### config.mk
export PLATFORM = sky130hd
export DESIGN_NAME = key_controlled_stepper_half_step
export DESIGN_NICKNAME = d
export VERILOG_FILES = /design/src/hdl/kcs_pkg.sv /design/src/hdl/key_controlled_stepper_half_step.sv /design/src/hdl/kcs_regs.sv /design/src/hdl/kcs_core.sv
export VERILOG_INCLUDE_DIRS = /design/src /design/src/hdl
export SDC_FILE = /design/constraint.sdc
export NUM_CORES = 1
export LEC_CHECK = 0
export BUFFER_PORTS_ARGS = -buffer_cell sky130_fd_sc_hd__buf_2
export CAP_MARGIN = 40
export CORE_ASPECT_RATIO = 0.9
export CORE_UTILIZATION = 49
export CTS_CLUSTER_SIZE = 12
export DETAILED_ROUTE_END_ITERATION = 7
export HOLD_SLACK_MARGIN = 0.02
export PLACE_DENSITY_LB_ADDON = 0.3
export SLEW_MARGIN = 25
export SYNTH_ARGS = -nofsm -noshare
export SYNTH_HDL_FRONTEND = slang
export SYNTH_HIERARCHICAL = 1
export SYNTH_SLANG_ARGS = --single-unit
### constraint.sdc
create_clock -name clk -period 3.2 [get_ports clk]
set_input_delay 0 -clock clk [delete_from_list [all_inputs] [get_ports clk]]
set_output_delay 0 -clock clk [all_outputs]
set_load 0.01 [all_outputs]
### src/hdl/key_controlled_stepper_half_step_macros.svh
// Assertion macros shared by the stepper sequencer modules.
// Needs no other file; included by the modules that carry assertions.
`ifndef KEY_CONTROLLED_STEPPER_HALF_STEP_MACROS_SVH
`define KEY_CONTROLLED_STEPPER_HALF_STEP_MACROS_SVH

// Consequent must hold in the same cycle as the antecedent.
`define KCS_ASSERT_SAME(lbl, clk, rst_n, ante, cons, msg) \
  lbl: assert property (@(posedge clk) disable iff (!rst_n) (ante) |-> (cons)) \
    else $error(msg);

// Consequent must hold in the cycle after the antecedent.
`define KCS_ASSERT_NEXT(lbl, clk, rst_n, ante, cons, msg) \
  lbl: assert property (@(posedge clk) disable iff (!rst_n) (ante) |=> (cons)) \
    else $error(msg);

`endif

### src/hdl/kcs_pkg.sv
// Types, constants and the half-step phase table of the stepper sequencer.
// Has no dependencies; used by every module of the block.
package kcs_pkg;

  typedef enum logic {
    REG_FASTEST = 1'b0,
    REG_SLOWEST = 1'b1
  } reg_idx_t;

  localparam logic [3:0] FASTEST_RESET = 4'd1;
  localparam logic [3:0] SLOWEST_RESET = 4'd5;
  localparam logic [3:0] PERIOD_RESET  = 4'd1;
  localparam logic [3:0] PERIOD_FLOOR  = 4'd1;
  localparam logic [2:0] INDEX_LAST    = 3'd7;

  typedef struct packed {
    logic [3:0] fastest_period;
    logic [3:0] slowest_period;
  } cfg_t;

  typedef struct packed {
    logic toggle;
    logic faster;
    logic slower;
    logic spare;
  } keys_t;

  typedef struct packed {
    logic [3:0] coils;
    logic       stepped;
    logic       direction_now;
    logic [3:0] period_now;
  } result_t;

  function automatic logic [3:0] phase_of(input logic [2:0] idx);
    logic [3:0] pat;
    case (idx)
      3'd0:    pat = 4'h1;
      3'd1:    pat = 4'h3;
      3'd2:    pat = 4'h2;
      3'd3:    pat = 4'h6;
      3'd4:    pat = 4'h4;
      3'd5:    pat = 4'hC;
      3'd6:    pat = 4'h8;
      default: pat = 4'h9;
    endcase
    return pat;
  endfunction

endpackage

### src/hdl/key_controlled_stepper_half_step.sv
// Half-step stepper sequencer with key control. Each input transfer is one
// millisecond tick with four active-low keys and yields exactly one result
// transfer, registered in the cycle after the input transfer. The block takes
// one tick per clock: the only storage between the sides is the single
// result register, which is refilled in the same cycle it is emptied, so
// in_ready is low only while a result waits and out_ready is low.
// Depends on kcs_pkg, kcs_regs, kcs_core and the assertion macro header.
`include "key_controlled_stepper_half_step_macros.svh"

module key_controlled_stepper_half_step (
  input  logic        clk,
  input  logic        rst_n,
  input  logic        cfg_psel,
  input  logic        cfg_penable,
  input  logic        cfg_pwrite,
  input  logic [2:0]  cfg_paddr,
  input  logic [31:0] cfg_pwdata,
  output logic [31:0] cfg_prdata,
  output logic        cfg_pready,
  input  logic        in_valid,
  output logic        in_ready,
  input  logic        in_key_toggle_n,
  input  logic        in_key_faster_n,
  input  logic        in_key_slower_n,
  input  logic        in_key_spare_n,
  output logic        out_valid,
  input  logic        out_ready,
  output logic [3:0]  out_coils,
  output logic        out_stepped,
  output logic        out_direction_now,
  output logic [3:0]  out_period_now
);

  kcs_pkg::cfg_t    cfg;
  kcs_pkg::keys_t   keys;
  kcs_pkg::result_t res;
  kcs_pkg::result_t res_r;
  logic             out_valid_r;
  logic             in_fire;
  logic             out_fire;

  assign in_ready = !out_valid_r || out_ready;
  assign in_fire  = in_valid && in_ready;
  assign out_fire = out_valid_r && out_ready;

  assign keys.toggle = !in_key_toggle_n;
  assign keys.faster = !in_key_faster_n;
  assign keys.slower = !in_key_slower_n;
  assign keys.spare  = !in_key_spare_n;

  kcs_regs u_regs (
    .clk     (clk),
    .rst_n   (rst_n),
    .psel    (cfg_psel),
    .penable (cfg_penable),
    .pwrite  (cfg_pwrite),
    .paddr   (cfg_paddr),
    .pwdata  (cfg_pwdata),
    .prdata  (cfg_prdata),
    .pready  (cfg_pready),
    .cfg     (cfg)
  );

  kcs_core u_core (
    .clk   (clk),
    .rst_n (rst_n),
    .fire  (in_fire),
    .keys  (keys),
    .cfg   (cfg),
    .res   (res)
  );

  always_ff @(posedge clk) begin
    if (!rst_n) begin
      out_valid_r <= 1'b0;
    end else if (in_fire) begin
      out_valid_r <= 1'b1;
    end else if (out_fire) begin
      out_valid_r <= 1'b0;
    end
  end

  always_ff @(posedge clk) begin
    if (in_fire) begin
      res_r <= res;
    end
  end

  assign out_valid         = out_valid_r;
  assign out_coils         = res_r.coils;
  assign out_stepped       = res_r.stepped;
  assign out_direction_now = res_r.direction_now;
  assign out_period_now    = res_r.period_now;

  `KCS_ASSERT_NEXT(a_drain_empties, clk, rst_n, out_fire && !in_fire, !out_valid_r, "Result register not emptied after transfer.")
  `KCS_ASSERT_NEXT(a_fill_sets_valid, clk, rst_n, in_fire, out_valid_r, "Accepted tick produced no result.")

endmodule

### src/hdl/kcs_regs.sv
// APB-style configuration registers holding the fastest and slowest periods.
// Depends on kcs_pkg.
module kcs_regs (
  input  logic              clk,
  input  logic              rst_n,
  input  logic              psel,
  input  logic              penable,
  input  logic              pwrite,
  input  logic [2:0]        paddr,
  input  logic [31:0]       pwdata,
  output logic [31:0]       prdata,
  output logic              pready,
  output kcs_pkg::cfg_t     cfg
);

  logic                  wr_en;
  kcs_pkg::reg_idx_t     sel;
  logic [3:0]            fastest_r;
  logic [3:0]            slowest_r;

  assign sel    = kcs_pkg::reg_idx_t'(paddr[2]);
  assign wr_en  = psel && penable && pwrite;
  assign pready = 1'b1;

  always_ff @(posedge clk) begin
    if (!rst_n) begin
      fastest_r <= kcs_pkg::FASTEST_RESET;
      slowest_r <= kcs_pkg::SLOWEST_RESET;
    end else if (wr_en) begin
      case (sel)
        kcs_pkg::REG_FASTEST: fastest_r <= pwdata[3:0];
        kcs_pkg::REG_SLOWEST: slowest_r <= pwdata[3:0];
        default: ;
      endcase
    end
  end

  always_comb begin
    case (sel)
      kcs_pkg::REG_FASTEST: prdata = {28'd0, fastest_r};
      kcs_pkg::REG_SLOWEST: prdata = {28'd0, slowest_r};
      default:              prdata = 32'd0;
    endcase
  end

  assign cfg.fastest_period = fastest_r;
  assign cfg.slowest_period = slowest_r;

endmodule

### src/hdl/kcs_core.sv
// Sequencer state and the per-tick step logic: key scan, period, phase, wait.
// Depends on kcs_pkg and the shared assertion macro header.
`include "key_controlled_stepper_half_step_macros.svh"

module kcs_core (
  input  logic              clk,
  input  logic              rst_n,
  input  logic              fire,
  input  kcs_pkg::keys_t    keys,
  input  kcs_pkg::cfg_t     cfg,
  output kcs_pkg::result_t  res
);

  logic [2:0] step_index_r, step_index_nxt;
  logic       direction_r, direction_nxt;
  logic [3:0] period_r, period_nxt;
  logic [3:0] wait_r, wait_nxt;
  logic       armed_r, armed_nxt;
  logic [3:0] coil_r, coil_nxt;
  logic       any_key;
  logic       do_step;
  logic [2:0] phase_idx;

  assign any_key = keys.toggle || keys.faster || keys.slower || keys.spare;
  assign do_step = (wait_r == 4'd0);

  always_comb begin
    step_index_nxt = step_index_r;
    direction_nxt  = direction_r;
    period_nxt     = period_r;
    armed_nxt      = armed_r;
    coil_nxt       = coil_r;
    wait_nxt       = wait_r - 4'd1;
    phase_idx      = 3'd0;
    if (do_step) begin
      if (armed_r && any_key) begin
        armed_nxt = 1'b0;
        if (keys.toggle) begin
          direction_nxt = !direction_r;
        end else if (keys.faster) begin
          if ((period_r > cfg.fastest_period) && (period_r > kcs_pkg::PERIOD_FLOOR)) begin
            period_nxt = period_r - 4'd1;
          end
        end else if (keys.slower) begin
          if (period_r < cfg.slowest_period) begin
            period_nxt = period_r + 4'd1;
          end
        end
      end else if (!any_key) begin
        armed_nxt = 1'b1;
      end
      phase_idx      = direction_nxt ? step_index_r : (kcs_pkg::INDEX_LAST - step_index_r);
      coil_nxt       = kcs_pkg::phase_of(phase_idx);
      step_index_nxt = step_index_r + 3'd1;
      wait_nxt       = period_nxt - 4'd1;
    end
  end

  always_ff @(posedge clk) begin
    if (!rst_n) begin
      step_index_r <= 3'd0;
      direction_r  <= 1'b0;
      period_r     <= kcs_pkg::PERIOD_RESET;
      wait_r       <= 4'd0;
      armed_r      <= 1'b1;
      coil_r       <= 4'd0;
    end else if (fire) begin
      step_index_r <= step_index_nxt;
      direction_r  <= direction_nxt;
      period_r     <= period_nxt;
      wait_r       <= wait_nxt;
      armed_r      <= armed_nxt;
      coil_r       <= coil_nxt;
    end
  end

  assign res.coils         = coil_nxt;
  assign res.stepped       = do_step;
  assign res.direction_now = direction_nxt;
  assign res.period_now    = period_nxt;

  `KCS_ASSERT_SAME(a_period_nonzero, clk, rst_n, 1'b1, period_r != 4'd0, "Step period is zero.")
  `KCS_ASSERT_NEXT(a_idle_tick_holds, clk, rst_n, fire && !do_step, $stable(coil_r) && $stable(step_index_r) && $stable(period_r), "Idle tick changed step state.")
  `KCS_ASSERT_NEXT(a_wait_reload, clk, rst_n, fire && do_step, wait_r == (period_r - 4'd1), "Wait count not reloaded from period.")

endmodule

== Word-level counts from Yosys, hierarchy flattened ==
Index checks and enable logic that the tools add are counted.
Storage, ports and cells
  flip-flop bits (word level): 36
  bits in latches: 0
  memory bits (writable): 0
  ROM bits: 0
  input bits: 46
  output and inout bits: 45
  memories kept: 0
Cells by class
  add/sub/neg operators: 6
  multipliers: 0
  divide/modulo/power cells: 0
  order comparisons: 3
  equal/unequal tests: 7
  shift operators: 0
  mux-type cells: 21
  bitwise operators: 1
  reduce and logical (&&, ||, !) cells: 23
Operators by type and width (count)
  one-hot mux 32 bit (2 select lines): 1
  two-way mux 4 bit: 10
  one-hot mux 4 bit (7 select lines): 1
  subtractor 4 x 1 -> 4 bit, second input constant: 3
  == test 3 bit, second input constant: 3
  two-way mux 1 bit: 8
  == test 3 x 2 -> 1 bit, second input constant: 2
  logical AND 1 bit: 6
  zero test 1 bit: 6
  AND reduction 2 bit: 3
  adder 4 x 1 -> 4 bit, second input constant: 1
  greater-than comparator 4 x 1 -> 1 bit, second input constant: 1
  greater-than comparator 4 bit: 1
  zero test 4 bit: 1
  logical OR 1 bit: 4
  less-than comparator 4 bit: 1
  adder 3 x 1 -> 3 bit, second input constant: 1
  == test 3 x 1 -> 1 bit, second input constant: 1
  zero test 3 bit: 1
  two-way mux 3 bit: 1
  AND reduction 3 bit: 1
  subtractor 3 bit, first input constant: 1
  != test 2 bit, second input constant: 1
  nonzero test 2 bit: 1
  inverter 1 bit: 1

== Logic depth before layout (Yosys ltp) ==
Gate-level depths: netlist of the first run.
  depth after elaboration: 11
  depth in mapped cells: 12
  mapped depth without buffers: 12

== Hierarchy ==
Netlist of the first run, hierarchy kept.
Modules (own cells, without submodules)
  kcs_core: times used 1, cells each 169, area an instance 1320.0 um2, sequential area each 340.3 um2
  kcs_regs: times used 1, cells each 68, area an instance 596.8 um2, sequential area each 160.2 um2
  key_controlled_stepper_half_step: times used 1, cells each 19, area an instance 372.9 um2, sequential area each 320.3 um2

== Least setup slack after synthesis of the first run ==
No wires, ideal clock.
  path kind: register to register
  from: register u_core.period_r[0]
  to: register u_core.wait_r[2]
  data arrival time: 2.248 ns
  data required time: 3.126 ns
  path slack: 0.878 ns
  cell stages (with the launch flop): 13
  buffers on the path: 0
  period minus slack after synthesis: 2.322 ns
  cell sequence: dfxtp_1 > inv_1 > ha_1 > nand4_1 > o311ai_2 > inv_1 > o221a_1 > o211a_1 > nor2_1 > ha_1 > nand2_1 > a211o_1 > a31oi_1
On the way
  cells in the longest elaborated chain, start to end: 9
  elaborated cells on any way between the ends: 15
Ends and longest elaborated chain
  start, declared: line kcs_core.sv:16  | logic [3:0] period_r, period_nxt;
  start signal, assigned: line kcs_core.sv:63  | period_r <= kcs_pkg::PERIOD_RESET;
  start signal, assigned: line kcs_core.sv:70  | period_r <= period_nxt;
  adder 4 x 1 -> 4 bit, or another cell as far along: line kcs_core.sv:46  | period_nxt = period_r + 4'd1;
  two-way mux 4 bit or logical AND 1 bit (tied branches): line kcs_core.sv:45, kcs_core.sv:41
  two-way mux 4 bit (on tied branches): line kcs_core.sv:44, kcs_core.sv:41
  two-way mux 4 bit: line kcs_core.sv:40  | end else if (keys.faster) begin
  two-way mux 4 bit: line kcs_core.sv:38  | if (keys.toggle) begin
  two-way mux 4 bit *: line kcs_core.sv:36  | if (armed_r && any_key) begin
  two-way mux 4 bit *: line kcs_core.sv:35  | if (do_step) begin
  subtractor 4 x 1 -> 4 bit *: line kcs_core.sv:55  | wait_nxt = period_nxt - 4'd1;
  two-way mux 4 bit *: line kcs_core.sv:35
  end signal, assigned: line kcs_core.sv:71  | wait_r <= wait_nxt;
  end, declared: line kcs_core.sv:17  | logic [3:0] wait_r, wait_nxt;
Every way passes the cells marked *; elsewhere a longest branch is shown, timed or not. The select of a mux whose other input is x is not followed.
A chain may end at the register's enable or synchronous reset.

== Worst setup path after layout of the first run ==
Ends and elaborated chain as after synthesis.

==> impl_summary.txt, run 1 <==
----------------------------------------------------
[Pwr]
  Switching power share of the total ... a little under a third
  LEAKAGE ... between 1 and 1.5 nW
  Part of the power in combinational logic ... 27.9%
  NetSw ... approximately 0.43 mW
  Power per standard cell area ... between 500 and 600 nW/um^2
  Worst supply voltage drop on vdd ... around 0.21 mV
  Portion of total power attributed to the clock network ... 29.0%
  Total power after layout ... 1.34 mW
  Total internal power ... 0.917 mW
  Sequential fraction of design power ... between 40% and 50%

[Floorplan]
  Number of primary I/O pins ... 91
  Die extent in x ... approximately 74 um
  Initial cell density of the core ... between 50% and 60%
  Overall die height ... 66.9 um
  Die Area ... around 5000 um^2
  Core Rows ... 23
  Core box area ... approximately 4500 um^2

[STA]
  Number of failing setup endpoints in the final timing report ... 0
  Setup TNS ... 0 ns
  Achievable clock frequency ... about 0.38 GHz
  Transition time at the pin with the least slew margin ... 0.575 ns
  Clock period minus worst slack ... approximately 2.6 ns
  Setup skew after layout ... between 0.006 and 0.007 ns
  Final number of max-transition violations ... 0
  Period Utilization, post-route ... roughly 82%
  Rel. slew slack ... between 60% and 70%
  RSZ-0062 raised after global routing ... no
  Count of final hold-check violations ... 0

[Logic synthesis]
  Cell type contributing the most total cell area after synthesis ... sky130_fd_sc_hd__dfxtp_1
  Yosys top cell area share ... between 20% and 30%
  Simple-gate area share of the yosys netlist ... a little under a fifth
  Fraction of the mapped netlist area in compound gates ... roughly an eighth
  Register bit count reported by yosys ... 36
  Fraction of the mapped netlist area in adder cells ... approximately 6.6%
  Number of distinct library cells after synthesis ... 52
  Post-synthesis instance total ... 256
  Sequential-to-total area share from yosys stat ... a little over a third
  XOR/XNOR Fraction of Synth Area ... roughly 3.4%
  Share of synthesized area spent on multiplexers ... under 10%
  Synth Area per Inst ... roughly 8.9 um^2
  Leading post-synthesis cells by cell area ... sky130_fd_sc_hd__dfxtp_1 (23%), sky130_fd_sc_hd__edfxtp_1 (13%), sky130_fd_sc_hd__buf_4 (10%)
  Largest family of logic cells by synthesized area ... simple AND/OR/NAND/NOR gates
  Synth warnings ... 6
  Number of flops mapped to enable cells by yosys ... 10
  Netlist area before placement ... roughly 2300 um^2
  Share of flip-flops with an asynchronous set or reset ... 0%
  Prevailing post-synth register cell ... sky130_fd_sc_hd__dfxtp_1

[Place]
  Estimated wirelength of the detail-placed design ... 2950 um
  Gp weighted congestion ... around 0.83
  Port bufs ... 31

[Route]
  Drt first-iter violations ... 75
  Total vias in the final route ... 1738
  Final ANT Viol Nets ... 0
  Detail-routed via count per cell ... between 4 and 5
  Routed WL ... between 3000 and 4000 um
  Detailed-route wire length per cell ... roughly 11 um
  Iteration count of the initial detailed-routing pass ... 4
  DRC violations left ... 0

[Worst setup path]
  Depth of the worst register-to-register path ... 11
  Worst Path Required ... approximately 3.4 ns
  FF-to-FF Start ... u_core/period_r[0]
  Kind of critical path ... reg -> reg
  Type of element capturing the critical path ... flip-flop
  Cell with the largest stage delay on the worst path ... sky130_fd_sc_hd__dfxtp_1
  Critical Path, Cell by Cell ... inv_1 > ha_1 > nand4_1 > o311ai_2 > a21oi_2 > o21a_2 > mux2i_1 > nor2_1 > ha_1 > nand4b_1 > a31oi_1
  Worst-path fanout max ... 9
  Worst EP arrival ... around 2.8 ns
  Crit path launch ... u_core/period_r[0]
  Cell class contributing the biggest share of worst-path delay ... compound AO/OA/AOI/OAI gates
  Worst path bufs/invs ... 1
  Startpoint class of the critical path ... flip-flop
  Longest individual stage delay on the worst path ... around 0.48 ns
  Most Frequent Cell on Critical Path ... sky130_fd_sc_hd__ha_1
  Total number of cells along the worst setup path ... 11

[Run status]
  Outcome ... complete, no violations

[Final layout]
  Most common cell after layout, fill and taps aside ... sky130_fd_sc_hd__buf_2
  Total of fill cells in the finished design ... ~410
  Antenna diode instance count ... 0
  Nets@finish ... around 350
  Top library cells by usage in the layout, fill and taps aside ... sky130_fd_sc_hd__buf_2 (31), sky130_fd_sc_hd__conb_1 (29), sky130_fd_sc_hd__nand2_1 (27)
  Area overhead of the layout relative to synthesis ... 11.1%
  Layout cell share with drive strength beyond 1 ... between 10% and 20%

[Hold path]
  Worst hold path type ... in -> reg
  Startpoint of the lowest-slack hold path ... rst_n
  Worst Hold Depth ... 2

[Global routing]
  Grt total ovfl ... 0
  Number of antenna violations at the first check in global routing ... 0
  Wire length of the first global-routing pass ... between 6000 and 7000 um
  Via count of the first global-routing pass ... roughly 1500
  GRT Total Usage ... between 10% and 20%
  Pin count of the biggest net entering global routing ... 21

[Clocking]
  Number of gates resized after cts ... 0
  Hold buffer count at cts ... 6
  CTS max path bufs ... 2
  H-tree depth ... 2
  Total CTS buffers ... 5
  Worst-skew pair later-pin latency ... around 0.28 ns
  Worst-path clk slew ... around 0.07 ns
  CTS tree ... yes
  Number of sinks driven by the clock tree ... 36
  Post-CTS repair timing setup buffer count ... 0
  Cell at the root of the clock tree ... sky130_fd_sc_hd__clkbuf_8

[Job]
  Max Cap Viol ... 0

----------------------------------------------------
-- per-layer routing --
layer	global-route usage, %	wire length (um)
met1	23.4	2020
met2	28.1	1730
met3	2.72	192
met4	6.49	42
met5	0	0
-- power groups by stage --
stage               clock (mW)  combinational, mW  sequential (mW)
floorplan                    0              0.305            0.596
global placement             0              0.359            0.587
detailed placement           0              0.368            0.590
CTS                      0.402              0.375            0.580
global route             0.418              0.429            0.590
finish                   0.390              0.375            0.580
-- worst paths after layout --
path	slack, ns	end
worst max-delay path	0.58	u_core/wait_r[2]
worst min-delay path	0.05	u_core/armed_r
worst max register to register	0.58	u_core/wait_r[2]
worst min register to register	0.48	u_regs/slowest_r[1]
-- per-stage QoR --
stage | setup slack [ns] | area (um^2) | hold slack [ns] | cells | util (%)
2_1_floorplan | 0.878 | 2390 | 0.0619 | 283 | -
3_3_place_gp | 0.604 | 2370 | 0.255 | 340 | 53.2
3_5_place_dp | 0.595 | 2370 | 0.257 | 340 | 53.2
4_1_cts | 0.562 | 2540 | 0.0537 | 354 | 57.1
5_1_grt | 0.282 | 2540 | 0.0715 | 354 | 57.1
6_report | 0.576 | 2540 | 0.0544 | 354 | 57.1
-- cells in the mapped netlist, types with 3 or more instances --
cell,instances
sky130_fd_sc_hd__a211oi_1,5
sky130_fd_sc_hd__nand2_1,27
sky130_fd_sc_hd__nor3_1,5
sky130_fd_sc_hd__o21ai_0,9
sky130_fd_sc_hd__inv_1,16
sky130_fd_sc_hd__buf_4,31
sky130_fd_sc_hd__dfxtp_1,26
sky130_fd_sc_hd__ha_1,12
sky130_fd_sc_hd__nor2b_1,8
sky130_fd_sc_hd__a21oi_1,6
sky130_fd_sc_hd__mux2_2,5
sky130_fd_sc_hd__xor2_1,5
sky130_fd_sc_hd__nand3_1,3
sky130_fd_sc_hd__nand3b_1,3
sky130_fd_sc_hd__a31oi_1,7
sky130_fd_sc_hd__edfxtp_1,10
sky130_fd_sc_hd__o211a_1,3
sky130_fd_sc_hd__xnor2_1,4
sky130_fd_sc_hd__clkbuf_1,4
sky130_fd_sc_hd__nor2_1,21
sky130_fd_sc_hd__mux2i_1,11
-- state kept, by name, summed over array words and instances (netlist names) --
name / flops
out_stepped: 1
out_period_now: 4
u_regs/fastest_r: 4
u_core/step_index_r: 3
out_valid: 1
u_core/coil_r: 4
out_coils: 4
u_regs/slowest_r: 4
out_direction_now: 1
u_core/period_r: 4
u_core/direction_r: 1
u_core/armed_r: 1
u_core/wait_r: 4
-- final cells by class --
| cell class | instances | area [um^2] | share of cell area [%] |
|---|---|---|---|
| Multi-Input combinational cell | 193 | 1250 | 49.1 |
| Sequential cell | 36 | 821 | 32.3 |
| Timing Repair Buffer | 38 | 223 | 8.75 |
| Tap cell | 62 | 77.6 | 3.05 |
| Clock buffer | 5 | 68.8 | 2.70 |
| Inverter | 17 | 63.8 | 2.51 |
| Clock inverter | 3 | 42.5 | 1.67 |
-- cell families (layout without fill, tap and decap cells) --
kind of cell               count (synthesis)  in the layout
DFF                                       36             36
adders and majority gates                 12             12
other                                      2             29
muxes                                     17             17
xor gates and xnor gates                   9              9
and+or+nand+nor                           83             83
AOI/OAI and AO/OA                         43             43
buffers and inverters                     54             63
Power figures use the tool's default switching activity.
==> run 2: changes to the inputs <==
Clock period 3.2 ns to 2.7 ns, I/O delays scaled along.
==> impl_summary.txt, run 2 (synthesized netlist as in run 1, its figures left out) <==
----------------------------------------------------
[Run status]
  Outcome ... complete, no violations

[Final layout]
  Most common cell after layout, fill and taps aside ... sky130_fd_sc_hd__buf_2
  Number of cells in the finished layout apart from fillers ... 360
  Antenna diode instance count ... 0
  Top library cells by usage in the layout, fill and taps aside ... sky130_fd_sc_hd__buf_2 (31), sky130_fd_sc_hd__conb_1 (29), sky130_fd_sc_hd__nand2_1 (27)
  Nets@finish ... between 300 and 400
  Final instance area ... 2590 um^2
  Util after Layout ... 58.1%
  Area overhead of the layout relative to synthesis ... 13.1%
  Layout cell share with drive strength beyond 1 ... 20.8%

[Route]
  Met3 routed WL ... between 200 and 250 um
  Routed WL ... ~4000 um
  Drt first-iter violations ... 68
  Top sig layer ... met4
  Total vias in the final route ... ~1800
  Detail-routed via count per cell ... just under 5
  Final ANT Viol Nets ... 0
  Met1 wire length ... approximately 2000 um
  DRC violations left ... 0
  Detail Route met2 WL ... about 1700 um
  Detailed-route wire length per cell ... between 10 and 15 um
  Iteration count of the initial detailed-routing pass ... 4

[Place]
  Port bufs ... 31
  Gp weighted congestion ... ~0.82
  Dpl ws ... approximately 0.24 ns
  Estimated wirelength of the detail-placed design ... about 2900 um
  Number of placed cells counting well taps ... around 350
  Cell area reported after detailed placement ... 2420 um^2

[Floorplan]
  Number of primary I/O pins ... slightly above 90
  Core box area ... around 4500 um^2
  Initial cell density of the core ... between 50% and 60%
  Core Rows ... 23
  Overall die height ... 66.9 um
  Die extent in x ... approximately 74 um
  Die Area ... between 4000 and 5000 um^2

[STA]
  Setup skew after layout ... about 0.0032 ns
  Final number of max-transition violations ... 0
  RSZ-0062 raised after global routing ... no
  Transition time at the pin with the least slew margin ... just under 0.6 ns
  Number of failing setup endpoints in the final timing report ... 0
  Setup TNS ... 0 ns
  Worst Setup Slack, final ... around 0.23 ns
  Period Utilization, post-route ... between 90% and 100%
  Hold slack ... approximately 0.045 ns
  Rel. slew slack ... between 60% and 70%
  Achievable clock frequency ... roughly 0.41 GHz
  Count of final hold-check violations ... 0
  Clock period minus worst slack ... between 2 and 2.5 ns

[Worst setup path]
  Worst EP arrival ... 2.68 ns
  Worst-path fanout max ... 3
  Startpoint class of the critical path ... flip-flop
  Destination of the worst register-to-register timing path ... u_core/wait_r[2]
  Worst Path Required ... 2.92 ns
  Type of element capturing the critical path ... flip-flop
  Most Frequent Cell on Critical Path ... sky130_fd_sc_hd__ha_1
  Total number of cells along the worst setup path ... 12
  Longest individual stage delay on the worst path ... 0.36 ns
  Cell with the largest stage delay on the worst path ... sky130_fd_sc_hd__dfxtp_1
  Kind of critical path ... reg -> reg
  Setup slack of the most critical reg-to-reg path ... 0.23 ns
  Critical Path, Cell by Cell ... inv_1 > ha_1 > nor2b_1 > o211ai_1 > a21oi_1 > o221a_1 > o211a_1 > nor2_1 > ha_1 > nand2_1 > a211o_1 > a31oi_1
  Worst path bufs/invs ... 1
  Cell class contributing the biggest share of worst-path delay ... compound AO/OA/AOI/OAI gates
  FF-to-FF Start ... u_regs/fastest_r[1]
  Depth of the worst register-to-register path ... 12

[Clocking]
  H-tree depth ... 2
  Worst-skew pair later-pin latency ... just under 0.3 ns
  Cell at the root of the clock tree ... sky130_fd_sc_hd__clkbuf_8
  Worst-path clk slew ... 0.07 ns
  Number of gates resized after cts ... 0
  Total CTS buffers ... 5
  CTS tree ... yes
  Number of sinks driven by the clock tree ... 36
  CTS max path bufs ... 2

[Pwr]
  Total internal power ... about 1.1 mW
  LEAKAGE ... 1.18 nW
  Power per standard cell area ... ~620 nW/um^2
  Total power after layout ... approximately 1.6 mW
  NetSw ... around 0.51 mW
  Portion of total power attributed to the clock network ... 28.9%
  Sequential fraction of design power ... a little over two fifths
  Worst supply voltage drop on vdd ... around 0.34 mV
  Switching power share of the total ... 31.7%
  Part of the power in combinational logic ... 28.7%

[Global routing]
  Wire length of the first global-routing pass ... 6640 um
  GRT Total Usage ... 17.7%
  Via count of the first global-routing pass ... 1481
  Number of antenna violations at the first check in global routing ... 0
  Pin count of the biggest net entering global routing ... 21
  Grt total ovfl ... 0

[Job]
  Max Cap Viol ... 0

[Hold path]
  Worst Hold Depth ... 2
  Startpoint of the lowest-slack hold path ... rst_n
  Worst hold path type ... in -> reg
  Endpoint, Worst Hold ... u_core/armed_r

----------------------------------------------------
## run 2: cell count changes in the layout (fill, tap and decap cells not counted)
cell / delta
sky130_fd_sc_hd__buf_4: +6
## run 2: layout make-up
cell class	count	area, um^2
fill	390	1870
clock buffer	5	68.8
clock inverter	3	42.5
tap	62	77.6
inverter	17	63.8
sequential	36	821
timing repair buffer	44	268
multi-input combinational	193	1250
## run 2: power groups by stage
stage	combinational, mW	sequential (mW)	clock (mW)
floorplan	0.361	0.707	0
global route	0.526	0.696	0.500
finish	0.463	0.684	0.467
global placement	0.445	0.694	0
CTS	0.465	0.684	0.479
detailed placement	0.454	0.696	0
## run 2: routing by layer
| layer | GRT usage (%) | vias up |
|---|---|---|
| li1 | - | 906 |
| met3 | 5.14 | 6 |
| met2 | 25.8 | 58 |
| met1 | 24.5 | 782 |
| met4 | 6.73 | 0 |
| met5 | 0 | - |
## run 2: worst max-delay path by stage
| stage | startpoint | slack (ns) | to |
|---|---|---|---|
| 2_1_floorplan | u_core/period_r[0] | 0.38 | u_core/wait_r[2] |
| 3_3_place_gp | u_regs/fastest_r[1] | 0.28 | u_core/wait_r[2] |
| 3_5_place_dp | u_regs/fastest_r[1] | 0.24 | u_core/wait_r[2] |
| 4_1_cts | u_regs/fastest_r[1] | 0.22 | u_core/wait_r[2] |
| 5_1_grt | u_regs/fastest_r[1] | 0.07 | u_core/wait_r[2] |
| 6_report | u_regs/fastest_r[1] | 0.23 | u_core/wait_r[2] |
## run 2: worst reg2reg max path: stages, from the launching register on
cell                       delay, ns
sky130_fd_sc_hd__dfxtp_1        0.36
sky130_fd_sc_hd__inv_1          0.06
sky130_fd_sc_hd__ha_1           0.30
sky130_fd_sc_hd__nor2b_1        0.13
sky130_fd_sc_hd__o211ai_1       0.23
sky130_fd_sc_hd__a21oi_1        0.10
sky130_fd_sc_hd__o221a_1        0.25
sky130_fd_sc_hd__o211a_1        0.24
sky130_fd_sc_hd__nor2_1         0.10
sky130_fd_sc_hd__ha_1           0.16
sky130_fd_sc_hd__nand2_1        0.07
sky130_fd_sc_hd__a211o_1        0.27
sky130_fd_sc_hd__a31oi_1        0.14
## run 2: timing repair
| item | in CTS | in global routing |
|---|---|---|
| hold buffers | 6 | 0 |
| endpoints found under the hold margin | 9 | 0 |
| buffers inserted | 0 | 0 |
==> run 3: changes to the inputs <==
Settings changed: CORE_ASPECT_RATIO 0.9 to 1.4.
==> impl_summary.txt, run 3 (synthesized netlist as in run 1, its figures left out) <==
----------------------------------------------------
[Run status]
  Outcome ... complete, no violations

[Route]
  Final ANT Viol Nets ... 0
  Drt first-iter violations ... 47
  Iteration count of the initial detailed-routing pass ... 4
  Detail-routed via count per cell ... 4.93
  DRC violations left ... 0
  Detailed-route wire length per cell ... 12.0 um
  Routed WL ... between 4000 and 5000 um
  Total vias in the final route ... around 1800

[Worst setup path]
  Worst Path Required ... 2.92 ns
  Worst EP arrival ... approximately 2.7 ns
  Kind of critical path ... reg -> reg
  Cell with the largest stage delay on the worst path ... sky130_fd_sc_hd__dfxtp_1
  Most Frequent Cell on Critical Path ... sky130_fd_sc_hd__ha_1
  Critical Path, Cell by Cell ... inv_1 > ha_1 > nor2b_1 > o211ai_1 > a21oi_1 > o221a_1 > o211a_1 > nor2_1 > ha_1 > nand2_1 > a211o_1 > a31oi_1
  Startpoint class of the critical path ... flip-flop
  Longest individual stage delay on the worst path ... roughly 0.37 ns
  Worst-path fanout max ... 3
  Type of element capturing the critical path ... flip-flop

[Global routing]
  Wire length of the first global-routing pass ... 7070 um
  GRT Total Usage ... a little under a fifth
  Grt total ovfl ... 0
  Pin count of the biggest net entering global routing ... 21
  Via count of the first global-routing pass ... between 1500 and 2000
  Number of antenna violations at the first check in global routing ... 0

[Clocking]
  CTS max path bufs ... 2
  H-tree depth ... 2
  Post-CTS repair timing setup buffer count ... 0
  Total CTS buffers ... 5
  Worst-skew pair later-pin latency ... a little under 0.3 ns
  CTS tree ... yes
  Worst-path clk slew ... approximately 0.07 ns
  Number of sinks driven by the clock tree ... 36
  Cell at the root of the clock tree ... sky130_fd_sc_hd__clkbuf_8

[Final layout]
  Top library cells by usage in the layout, fill and taps aside ... sky130_fd_sc_hd__buf_2 (31), sky130_fd_sc_hd__conb_1 (29), sky130_fd_sc_hd__nand2_1 (27)
  Nets@finish ... between 300 and 400
  Most common cell after layout, fill and taps aside ... sky130_fd_sc_hd__buf_2
  Area overhead of the layout relative to synthesis ... 13.0%
  Layout cell share with drive strength beyond 1 ... about a fifth
  Antenna diode instance count ... 0

[Floorplan]
  Core box area ... approximately 4500 um^2
  Overall die height ... about 83 um
  Core Rows ... 29
  Die Area ... ~5000 um^2
  Number of primary I/O pins ... a little over 90
  Initial cell density of the core ... about half
  Die extent in x ... around 60 um

[STA]
  RSZ-0062 raised after global routing ... no
  Transition time at the pin with the least slew margin ... approximately 0.6 ns
  Final number of max-transition violations ... 0
  Setup TNS ... 0 ns
  Clock period minus worst slack ... 2.52 ns
  Setup skew after layout ... ~0.011 ns
  Count of final hold-check violations ... 0
  Achievable clock frequency ... between 0.3 and 0.4 GHz
  Number of failing setup endpoints in the final timing report ... 0
  Period Utilization, post-route ... roughly 93%
  Rel. slew slack ... 59.8%

[Hold path]
  Worst hold path type ... in -> reg

[Place]
  Port bufs ... 31
  Estimated wirelength of the detail-placed design ... 3250 um
  Gp weighted congestion ... between 0.8 and 0.9

[Pwr]
  Total power after layout ... 1.62 mW
  Worst supply voltage drop on vdd ... between 0.3 and 0.4 mV
  Power per standard cell area ... roughly 620 nW/um^2
  LEAKAGE ... between 1 and 1.5 nW

[Job]
  Max Cap Viol ... 0

----------------------------------------------------
[run 3: repair_timing]
action / CTS / global route
hold buffers: 6 / 0
endpoints found under the setup margin: 0 / 1
hold endpoints to repair: 9 / 0
gates resized for setup: 0 / 1
[run 3: final cells by class]
cell class / instances / area, um^2
clock buffer: 6 / 72.6
clock inverter: 2 / 35.0
fill: 425 / 1910
inverter: 17 / 63.8
multi-input combinational: 193 / 1250
sequential: 36 / 822
tap: 62 / 77.6
timing repair buffer: 44 / 268
[run 3: worst max-delay path: cells and delay by family (launching register included)]
family,cells,cell delay [ns]
AOI/OAI and AO/OA,6,1.24
adders and majority gates,2,0.47
DFF,1,0.37
and+or+nand+nor,3,0.31
buffers and inverters,1,0.06
[run 3: path summary, 6_finish.rpt]
check / cells after the start / slack (ns) / startpoint / end
max: 12 / 0.18 / u_regs/fastest_r[1] / u_core/wait_r[2]
max reg2reg: 12 / 0.18 / u_regs/fastest_r[1] / u_core/wait_r[2]
min reg2reg: 2 / 0.48 / u_regs/fastest_r[3] / u_regs/fastest_r[3]
min: 2 / 0.09 / rst_n / u_core/armed_r
[run 3: per-layer routing]
metal / wire [um] / share of wire [%] / global-route usage [%]
met1: 1740 / 40 / 19.1
met2: 2230 / 52 / 33.6
met3: 180 / 4.2 / 5.14
met4: 153 / 3.5 / 11.2
met5: 0 / 0 / 0
[run 3: stage by stage]
stage / cell area [um^2] / cells / hold slack [ns] / setup WS (ns) / util [%]
final: 2590 / 360 / 0.0933 / 0.178 / 57.5
after global routing: 2590 / 360 / 0.0807 / 0.0127 / 57.5
after CTS: 2590 / 360 / 0.0774 / 0.144 / 57.5
after detailed placement: 2420 / 346 / 0.260 / 0.170 / 53.8
after global placement: 2420 / 346 / 0.259 / 0.224 / 53.8
after floorplan: 2390 / 283 / 0.0619 / 0.378 / -
[run 3: power breakdown]
part | switching, mW | internal (mW)
registers | 0.0452 | 0.641
logic | 0.279 | 0.187
clock network | 0.188 | 0.274
